===== src/rtl/dfnv_pkg.sv =====
`timescale 1ns / 1ps

package dfnv_pkg;

   localparam logic [63:0] FNV_BASIS   = 64'hcbf29ce484222325;
   localparam logic [63:0] FNV_PRIME   = 64'h00000100000001b3;
   localparam logic [63:0] SEED_FIRST  = 64'h9e3779b97f4a7c15;
   localparam logic [63:0] SEED_SECOND = 64'hbf58476d1ce4e5b9;
   localparam logic [63:0] INIT_FIRST  = FNV_BASIS ^ SEED_FIRST;
   localparam logic [63:0] INIT_SECOND = FNV_BASIS ^ SEED_SECOND;

   localparam int unsigned WORD_BYTES = 8;
   localparam int unsigned LEFT_W     = $clog2(WORD_BYTES);

   // Command codes; code 3 carries no meaning and is dropped at the front.
   typedef enum logic [1:0] {
      CMD_START  = 2'd0,
      CMD_BYTE   = 2'd1,
      CMD_FINISH = 2'd2
   } cmd_type;

   // One queued job: the operation and the bytes to absorb, first byte on top.
   typedef struct packed {
      cmd_type     op;
      logic [63:0] data;
   } job_type;

   // One FNV-1a step: xor the byte in, multiply by the prime mod 2^64.
   // The prime is 2^40 + 2^8 + 2^7 + 2^5 + 2^4 + 2^1 + 1, so the multiply
   // is a sum of shifted copies.
   function automatic logic [63:0] fnv_absorb(input logic [63:0] h,
                                              input logic [7:0]  b);
      logic [63:0] x;
      x = h ^ {56'd0, b};
      return (x << 40) + (x << 8) + (x << 7) + (x << 5) + (x << 4) + (x << 1) + x;
   endfunction

endpackage


===== src/rtl/dfnv_front.sv =====
`timescale 1ns / 1ps

module dfnv_front #(
   parameter int QUEUE_DEPTH = 2
) (
   input  logic              clock,
   input  logic              reset,
   input  logic              req_valid,
   output logic              req_stall,
   input  logic [1:0]        req_command,
   input  logic [63:0]       req_user_id,
   input  logic [7:0]        req_type_byte,
   input  logic [63:0]       req_seq_num,
   output logic              job_valid,
   output dfnv_pkg::job_type job,
   input  logic              job_pop
);

   localparam int PTR_W = (QUEUE_DEPTH > 1) ? $clog2(QUEUE_DEPTH) : 1;
   localparam int CNT_W = $clog2(QUEUE_DEPTH + 1);
   localparam logic [PTR_W-1:0] LAST_PTR = PTR_W'(QUEUE_DEPTH - 1);
   localparam logic [CNT_W-1:0] FULL_CNT = CNT_W'(QUEUE_DEPTH);

   dfnv_pkg::job_type queue_ff [QUEUE_DEPTH];
   logic [PTR_W-1:0]  wr_ptr_ff, wr_ptr_in;
   logic [PTR_W-1:0]  rd_ptr_ff, rd_ptr_in;
   logic [CNT_W-1:0]  count_ff, count_in;

   dfnv_pkg::job_type new_job;
   logic              keep;
   logic              accept;
   logic              push;
   logic              pop;

   // Classify: drop the unused code, pack the bytes to absorb top first.
   always_comb begin
      keep        = 1'b1;
      new_job.op  = dfnv_pkg::CMD_START;
      new_job.data = req_user_id;
      unique case (req_command)
         dfnv_pkg::CMD_START: begin
            new_job.op   = dfnv_pkg::CMD_START;
            new_job.data = req_user_id;
         end
         dfnv_pkg::CMD_BYTE: begin
            new_job.op   = dfnv_pkg::CMD_BYTE;
            new_job.data = {req_type_byte, 56'd0};
         end
         dfnv_pkg::CMD_FINISH: begin
            new_job.op   = dfnv_pkg::CMD_FINISH;
            new_job.data = req_seq_num;
         end
         default: begin
            keep = 1'b0;
         end
      endcase
   end

   assign req_stall = (count_ff == FULL_CNT);
   assign accept    = req_valid && !req_stall;
   assign push      = accept && keep;
   assign job_valid = (count_ff != '0);
   assign pop       = job_pop && job_valid;
   assign job       = queue_ff[rd_ptr_ff];

   always_comb begin
      wr_ptr_in = wr_ptr_ff;
      rd_ptr_in = rd_ptr_ff;
      count_in  = count_ff;
      if (push) begin
         wr_ptr_in = (wr_ptr_ff == LAST_PTR) ? '0 : wr_ptr_ff + 1'b1;
      end
      if (pop) begin
         rd_ptr_in = (rd_ptr_ff == LAST_PTR) ? '0 : rd_ptr_ff + 1'b1;
      end
      if (push && !pop) begin
         count_in = count_ff + 1'b1;
      end else if (pop && !push) begin
         count_in = count_ff - 1'b1;
      end
   end

   always_ff @(posedge clock) begin
      if (reset) begin
         wr_ptr_ff <= '0;
         rd_ptr_ff <= '0;
         count_ff  <= '0;
      end else begin
         wr_ptr_ff <= wr_ptr_in;
         rd_ptr_ff <= rd_ptr_in;
         count_ff  <= count_in;
      end
   end

   always_ff @(posedge clock) begin
      if (push) begin
         queue_ff[wr_ptr_ff] <= new_job;
      end
   end

`ifndef NO_ASSERTIONS
   a_count_bound: assert property (@(posedge clock) disable iff (reset)
      count_ff <= FULL_CNT)
      else $error("queue fill count out of range");

   a_count_grows: assert property (@(posedge clock) disable iff (reset)
      push && !pop |=> count_ff == $past(count_ff) + 1'b1)
      else $error("queue fill count did not grow on push");

   a_push_has_room: assert property (@(posedge clock) disable iff (reset)
      push |-> count_ff < FULL_CNT)
      else $error("push into a full queue");
`endif

endmodule


===== src/rtl/dfnv_back.sv =====
`timescale 1ns / 1ps

module dfnv_back (
   input  logic              clock,
   input  logic              reset,
   input  logic              job_valid,
   input  dfnv_pkg::job_type job,
   output logic              job_pop,
   output logic              rsp_valid,
   input  logic              rsp_stall,
   output logic [63:0]       rsp_sig_hi,
   output logic [63:0]       rsp_sig_lo
);

   logic                          busy_ff, busy_in;
   dfnv_pkg::cmd_type             op_ff, op_in;
   logic [63:0]                   data_ff, data_in;
   logic [dfnv_pkg::LEFT_W-1:0]   left_ff, left_in;
   logic                          first_ff, first_in;
   logic [63:0]                   hash_a_ff, hash_a_in;
   logic [63:0]                   hash_b_ff, hash_b_in;
   logic                          rsp_valid_ff, rsp_valid_in;
   logic [63:0]                   sig_hi_ff, sig_hi_in;
   logic [63:0]                   sig_lo_ff, sig_lo_in;

   logic        last;
   logic        is_finish;
   logic        out_free;
   logic        advance;
   logic        reseed;
   logic [63:0] src_a, src_b;
   logic [63:0] next_a, next_b;

   assign last      = (left_ff == '0);
   assign is_finish = (op_ff == dfnv_pkg::CMD_FINISH);
   assign out_free  = !rsp_valid_ff || !rsp_stall;
   // Hold the final finish byte until the result register can take it.
   assign advance   = busy_ff && !(last && is_finish && !out_free);
   assign job_pop   = job_valid && (!busy_ff || (advance && last));

   assign reseed = (op_ff == dfnv_pkg::CMD_START) && first_ff;
   assign src_a  = reseed ? dfnv_pkg::INIT_FIRST  : hash_a_ff;
   assign src_b  = reseed ? dfnv_pkg::INIT_SECOND : hash_b_ff;
   assign next_a = dfnv_pkg::fnv_absorb(src_a, data_ff[63:56]);
   assign next_b = dfnv_pkg::fnv_absorb(src_b, data_ff[63:56]);

   always_comb begin
      busy_in      = busy_ff;
      op_in        = op_ff;
      data_in      = data_ff;
      left_in      = left_ff;
      first_in     = first_ff;
      hash_a_in    = hash_a_ff;
      hash_b_in    = hash_b_ff;
      rsp_valid_in = rsp_valid_ff;
      sig_hi_in    = sig_hi_ff;
      sig_lo_in    = sig_lo_ff;

      if (rsp_valid_ff && !rsp_stall) begin
         rsp_valid_in = 1'b0;
      end

      if (advance) begin
         hash_a_in = next_a;
         hash_b_in = next_b;
         data_in   = {data_ff[55:0], 8'd0};
         left_in   = left_ff - 1'b1;
         first_in  = 1'b0;
         if (last) begin
            busy_in = 1'b0;
            left_in = '0;
            if (is_finish) begin
               rsp_valid_in = 1'b1;
               sig_hi_in    = next_a;
               sig_lo_in    = next_b;
            end
         end
      end

      if (job_pop) begin
         busy_in  = 1'b1;
         op_in    = job.op;
         data_in  = job.data;
         first_in = 1'b1;
         left_in  = (job.op == dfnv_pkg::CMD_BYTE) ? '0
                  : dfnv_pkg::LEFT_W'(dfnv_pkg::WORD_BYTES - 1);
      end
   end

   always_ff @(posedge clock) begin
      if (reset) begin
         busy_ff      <= 1'b0;
         op_ff        <= dfnv_pkg::CMD_BYTE;
         left_ff      <= '0;
         first_ff     <= 1'b0;
         hash_a_ff    <= dfnv_pkg::INIT_FIRST;
         hash_b_ff    <= dfnv_pkg::INIT_SECOND;
         rsp_valid_ff <= 1'b0;
      end else begin
         busy_ff      <= busy_in;
         op_ff        <= op_in;
         left_ff      <= left_in;
         first_ff     <= first_in;
         hash_a_ff    <= hash_a_in;
         hash_b_ff    <= hash_b_in;
         rsp_valid_ff <= rsp_valid_in;
      end
   end

   always_ff @(posedge clock) begin
      data_ff   <= data_in;
      sig_hi_ff <= sig_hi_in;
      sig_lo_ff <= sig_lo_in;
   end

   assign rsp_valid  = rsp_valid_ff;
   assign rsp_sig_hi = sig_hi_ff;
   assign rsp_sig_lo = sig_lo_ff;

`ifndef NO_ASSERTIONS
   a_rsp_from_finish: assert property (@(posedge clock) disable iff (reset)
      $rose(rsp_valid_ff) |-> $past(busy_ff && is_finish && last))
      else $error("result raised without a finishing step");

   a_left_needs_busy: assert property (@(posedge clock) disable iff (reset)
      left_ff != '0 |-> busy_ff)
      else $error("byte count pending while engine idle");

   a_byte_single: assert property (@(posedge clock) disable iff (reset)
      busy_ff && op_ff == dfnv_pkg::CMD_BYTE |-> last)
      else $error("byte job scheduled for more than one step");
`endif

endmodule


===== src/rtl/dual_fnv1a_signature.sv =====
`timescale 1ns / 1ps
// A finish transfer passes through the front queue and the engine; its signature then sits
//   in the result register, with rsp_valid high, until it is taken.
// Start and finish absorb eight bytes each, a byte item one. The engine absorbs one byte
//   per cycle unless a finish waits on the result register; each hash has its own multiply.
// The front queue holds QUEUE_DEPTH jobs; req_stall rises only while it is full.
// Reset (synchronous): empty queue, idle engine, no result pending, hashes at basis xor seed.

module dual_fnv1a_signature #(
   parameter int QUEUE_DEPTH = 2
) (
   input  logic        clock,
   input  logic        reset,
   // request channel
   input  logic        req_valid,
   output logic        req_stall,
   input  logic [1:0]  req_command,
   input  logic [63:0] req_user_id,
   input  logic [7:0]  req_type_byte,
   input  logic [63:0] req_seq_num,
   // response channel
   output logic        rsp_valid,
   input  logic        rsp_stall,
   output logic [63:0] rsp_sig_hi,
   output logic [63:0] rsp_sig_lo
);

   // Jobs classified by the front, waiting for the hash engine.
   logic              job_valid;
   dfnv_pkg::job_type job;
   logic              job_pop;

   // Front: accept each transfer, drop the unused command code, and queue
   // the operation together with the eight (or one) bytes it absorbs.
   dfnv_front #(
      .QUEUE_DEPTH (QUEUE_DEPTH)
   ) u_front (
      .clock         (clock),
      .reset         (reset),
      .req_valid     (req_valid),
      .req_stall     (req_stall),
      .req_command   (req_command),
      .req_user_id   (req_user_id),
      .req_type_byte (req_type_byte),
      .req_seq_num   (req_seq_num),
      .job_valid     (job_valid),
      .job           (job),
      .job_pop       (job_pop)
   );

   // Back: absorb one byte per cycle into both hashes; a start reseeds on
   // its first byte, a finish loads the result register on its last byte.
   // The result register decouples rsp_stall from the engine except when a
   // second finish is ready before the first is taken.
   dfnv_back u_back (
      .clock      (clock),
      .reset      (reset),
      .job_valid  (job_valid),
      .job        (job),
      .job_pop    (job_pop),
      .rsp_valid  (rsp_valid),
      .rsp_stall  (rsp_stall),
      .rsp_sig_hi (rsp_sig_hi),
      .rsp_sig_lo (rsp_sig_lo)
   );

endmodule

===== config.mk =====
export PLATFORM = sky130hd
export DESIGN_NAME = dual_fnv1a_signature
export DESIGN_NICKNAME = d
export VERILOG_FILES = /design/src/rtl/dfnv_pkg.sv /design/src/rtl/dfnv_front.sv /design/src/rtl/dfnv_back.sv /design/src/rtl/dual_fnv1a_signature.sv
export SDC_FILE = /design/constraint.sdc
export NUM_CORES = 2
export LEC_CHECK = 0
export ABC_AREA = 1
export ABC_CLOCK_PERIOD_IN_PS = 9800
export BUFFER_PORTS_ARGS = -buffer_cell sky130_fd_sc_hd__buf_2
export CAP_MARGIN = 20
export CORE_MARGIN = 2
export CORE_UTILIZATION = 55
export DETAILED_ROUTE_END_ITERATION = 6
export PLACE_DENSITY = 0.75
export SYNTH_ARGS = -nofsm -noshare
export SYNTH_HDL_FRONTEND = slang
export SYNTH_SLANG_ARGS = --single-unit
export TNS_END_PERCENT = 20

===== constraint.sdc =====
create_clock -name clock -period 9.8 [get_ports clock]
set_clock_uncertainty 0.1 [all_clocks]
set_input_delay 0.49 -clock clock [delete_from_list [all_inputs] [get_ports clock]]
set_output_delay 0.49 -clock clock [all_outputs]
set_load 0.01 [all_outputs]

==> results.cfg <==
[timing]
hold_viol_final = 0
finalSetupTns_ps = 0
slew_viol_final = 0
slew_headroom_pct = 27.68
rsz0062_at_grt = no
period_share_pct = 73.17
setup-violations-final = 0
post-route-min-period_ps = 7171
fmax_mhz = 139.4
worstMarginPinSlew_ps = 1084

[drt]
ant_nets = 0
wl_per_cell_um = 20.24
drc = 0
dr.first_iter.drc_count = 3199
dr.pass1.iters = 6
drt-total-wl_mm = 125.5
vias = 33700
viasPerCell = 5.434

[layout]
nFillCells = 6604
fin_nets = 6030
syn2layout_area_growth_pct = 10.01
layout-drive-gt1-share_pct = 8.773
multiInputGateArea_sq_um = 24340
regArea_sq_um = 12550

[logic_synthesis]
yosys_register_bits = 465
ys_types = 53
netlist_area_sq_um = 41450
synth_area_per_cell_sq_um = 8.383
ys_seq_area_share_pct = 30.28
yosysWarnings = 0
netlist_instances = 4944
synth_nets = 5786

[clock_network]
numCtsBuffers = 52
cts_resized = 0
ctsHoldBuffers = 0
cts_tree = done
cts.sinks = 465
post_cts_buffers = 0
cts.root.buffer_cell = clkbuf_16
clock_latency_ps = 650
clockBufferDepth = 3
cts.htree.levels = 2
clk_pin_slew_worst_paths_ps = 60

[setup_path]
cpMaxStageDelayCell = inv_4
rrSetupSlack_ps = 2630
slowest_delay_ps = 700
crit_type = reg -> reg
cp.arrival_ps = 7460
critPathMaxFanout = 56
critPathMostFrequentCell = inv_1
endpoint_kind = register
worstSetupStartpointType = register
crit_required_ps = 10090

[grt]
antenna_found_initial = 3
grt_pass1_wl_mm = 192.9
grt_max_degree = 116
gr-total-overflow = 0
grt_pass1_vias = 33510
grtUsageTotal_pct = 32.74

[run_status]
status = completed

[die]
core-area_sq_um = 74570
io-pin-count = 272
row_count = 100
die_w_um = 278.5
dieArea_sq_um = 77570
start_util_pct = 55.58
die_h_um = 278.5

[flow_run]
cap_violations = 0

[placement]
post-dp-hpwl_mm = 102.5
port-buffer-count = 271
gp_congestion = 1.070

[worst_hold_path]
min_path_type = in -> reg
-- placed cells by master (no fill, tap or decap), types with 6 or more instances in the layout --
cell type	synthesis	final
a21boi_0	8	8
a21o_1	8	8
a21oi_1	295	295
a31oi_1	57	57
and2_1	26	26
buf_2	21	270
buf_4	2	23
clkbuf_1	63	9
clkbuf_16	0	52
clkinv_1	0	9
clkinv_2	0	9
clkinvlp_4	0	6
dfxtp_1	141	140
edfxtp_1	324	324
fa_1	461	461
ha_1	239	238
inv_1	1084	1082
inv_2	13	11
nand2_1	1006	1004
nand2_2	10	11
nand3_1	245	245
nand3b_1	14	14
nand4_1	30	30
nor2_1	468	466
nor2_2	14	14
nor3_1	26	26
o21ai_0	149	149
o21ai_1	22	22
o21bai_1	32	32
xnor2_1	19	19
xor2_1	88	88
xor2_2	6	6
-- final timing paths --
check	to	startpoint	cells past startpoint
max	u_back.rsp_sig_hi[46]$_DFFE_PP_	u_back.op_ff[1]$_SDFFE_PP0P_	26
min	u_back.rsp_valid$_SDFF_PP0_	rsp_stall	3
max reg2reg	u_back.rsp_sig_hi[46]$_DFFE_PP_	u_back.op_ff[1]$_SDFFE_PP0P_	26
min reg2reg	u_front.rd_ptr_ff$_SDFFE_PP0P_	u_front.rd_ptr_ff$_SDFFE_PP0P_	1
-- kinds of logic (layout without fill, tap and decap cells) --
family	after synthesis	after routing	synth area share, %
compound gates	592	592	7.786
buf+inv	1205	1493	11.05
fa+ha+maj	700	700	29.48
mux	1	1	0.02415
flops	465	465	30.28
xor+xnor	118	118	2.829
simple gates	1863	1863	18.55
other cells	0	1	0
-- synthesized netlist by cell type, drive strengths merged --
| master | number | area share [%] |
|---|---|---|
| inv | 1099 | 10 |
| nand2 | 1017 | 9.3 |
| nor2 | 484 | 4.5 |
| fa | 461 | 22 |
| edfxtp | 324 | 23 |
| a21oi | 298 | 3.6 |
| nand3 | 247 | 3.0 |
| ha | 239 | 7.2 |
| o21ai | 174 | 2.1 |
| dfxtp | 141 | 6.8 |
| xor2 | 99 | 2.4 |
| clkbuf | 64 | 0.58 |
| a31oi | 57 | 0.86 |
| buf | 42 | 0.50 |
| o21bai | 32 | 0.58 |
| nand4 | 30 | 0.45 |
| and2 | 27 | 0.41 |
| nor3 | 26 | 0.31 |
| xnor2 | 19 | 0.40 |
| nand3b | 14 | 0.25 |
| or2 | 12 | 0.21 |
| a21boi | 9 | 0.16 |
| a21o | 8 | 0.14 |
| o211ai | 6 | 0.13 |
| o21a | 5 | 0.091 |
| nor4 | 3 | 0.045 |
| a31o | 2 | 0.042 |
| nand2b | 2 | 0.030 |
| a211oi | 1 | 0.018 |
| and3 | 1 | 0.015 |
| mux2i | 1 | 0.024 |
-- cell type report --
type	count	share of cell area (%)
inverter	1099	9.083
antenna	1	0.005488
tap	969	2.659
timing repair buffer	296	3.507
clock inverter	34	0.8067
multi-input combinational	3274	53.39
sequential	465	27.53
clock buffer	64	3.018
-- registers in the layout, summed over array words and instances, names as in the netlist, 2 cells and up, named ones only --
register / cells
u_back.rsp_sig_lo: 64
u_back.left_ff: 3
u_front.queue_ff: 132
u_back.hash_a_ff: 64
u_back.rsp_sig_hi: 64
u_back.data_ff: 64
u_back.hash_b_ff: 64
u_back.op_ff: 2
u_front.count_ff: 2
-- layer usage --
layer / vias to the layer above / GRT usage [%] / wire [um] / share of wire, %
li1: 15830 / - / - / -
met1: 16260 / 47.29 / 54870 / 44
met2: 1420 / 51.04 / 55920 / 45
met3: 190 / 6.548 / 11500 / 9.2
met4: 4 / 7.775 / 3203 / 2.6
met5: - / 0 / 26 / 0.021
-- metrics by stage --
stage / utilization, % / std cells / hold slack [ps] / cell area (sq um) / setup slack (ps)
floorplan: - / 4944 / 325.7 / 41450 / 4338
global placement: 58.70 / 6100 / 336.7 / 43780 / 2916
detailed placement: 58.70 / 6100 / 352.8 / 43780 / 2786
CTS: 61.04 / 6198 / 26.27 / 45520 / 2799
global route: 61.14 / 6201 / 50.19 / 45600 / 2401
finish: 61.15 / 6202 / 53.33 / 45600 / 2629
-- critical path, delay by kind of cell (launching register included) --
kind,cells,cell delay (ps)
AOI/OAI and AO/OA,3,750
buffers and inverters,8,1730
and+or+nand+nor,10,1890
adders and majority gates,5,2110
DFF,1,330
Power is not shown: default switching activity piles up to over one toggle a cycle in this logic, so the estimate is an artifact.
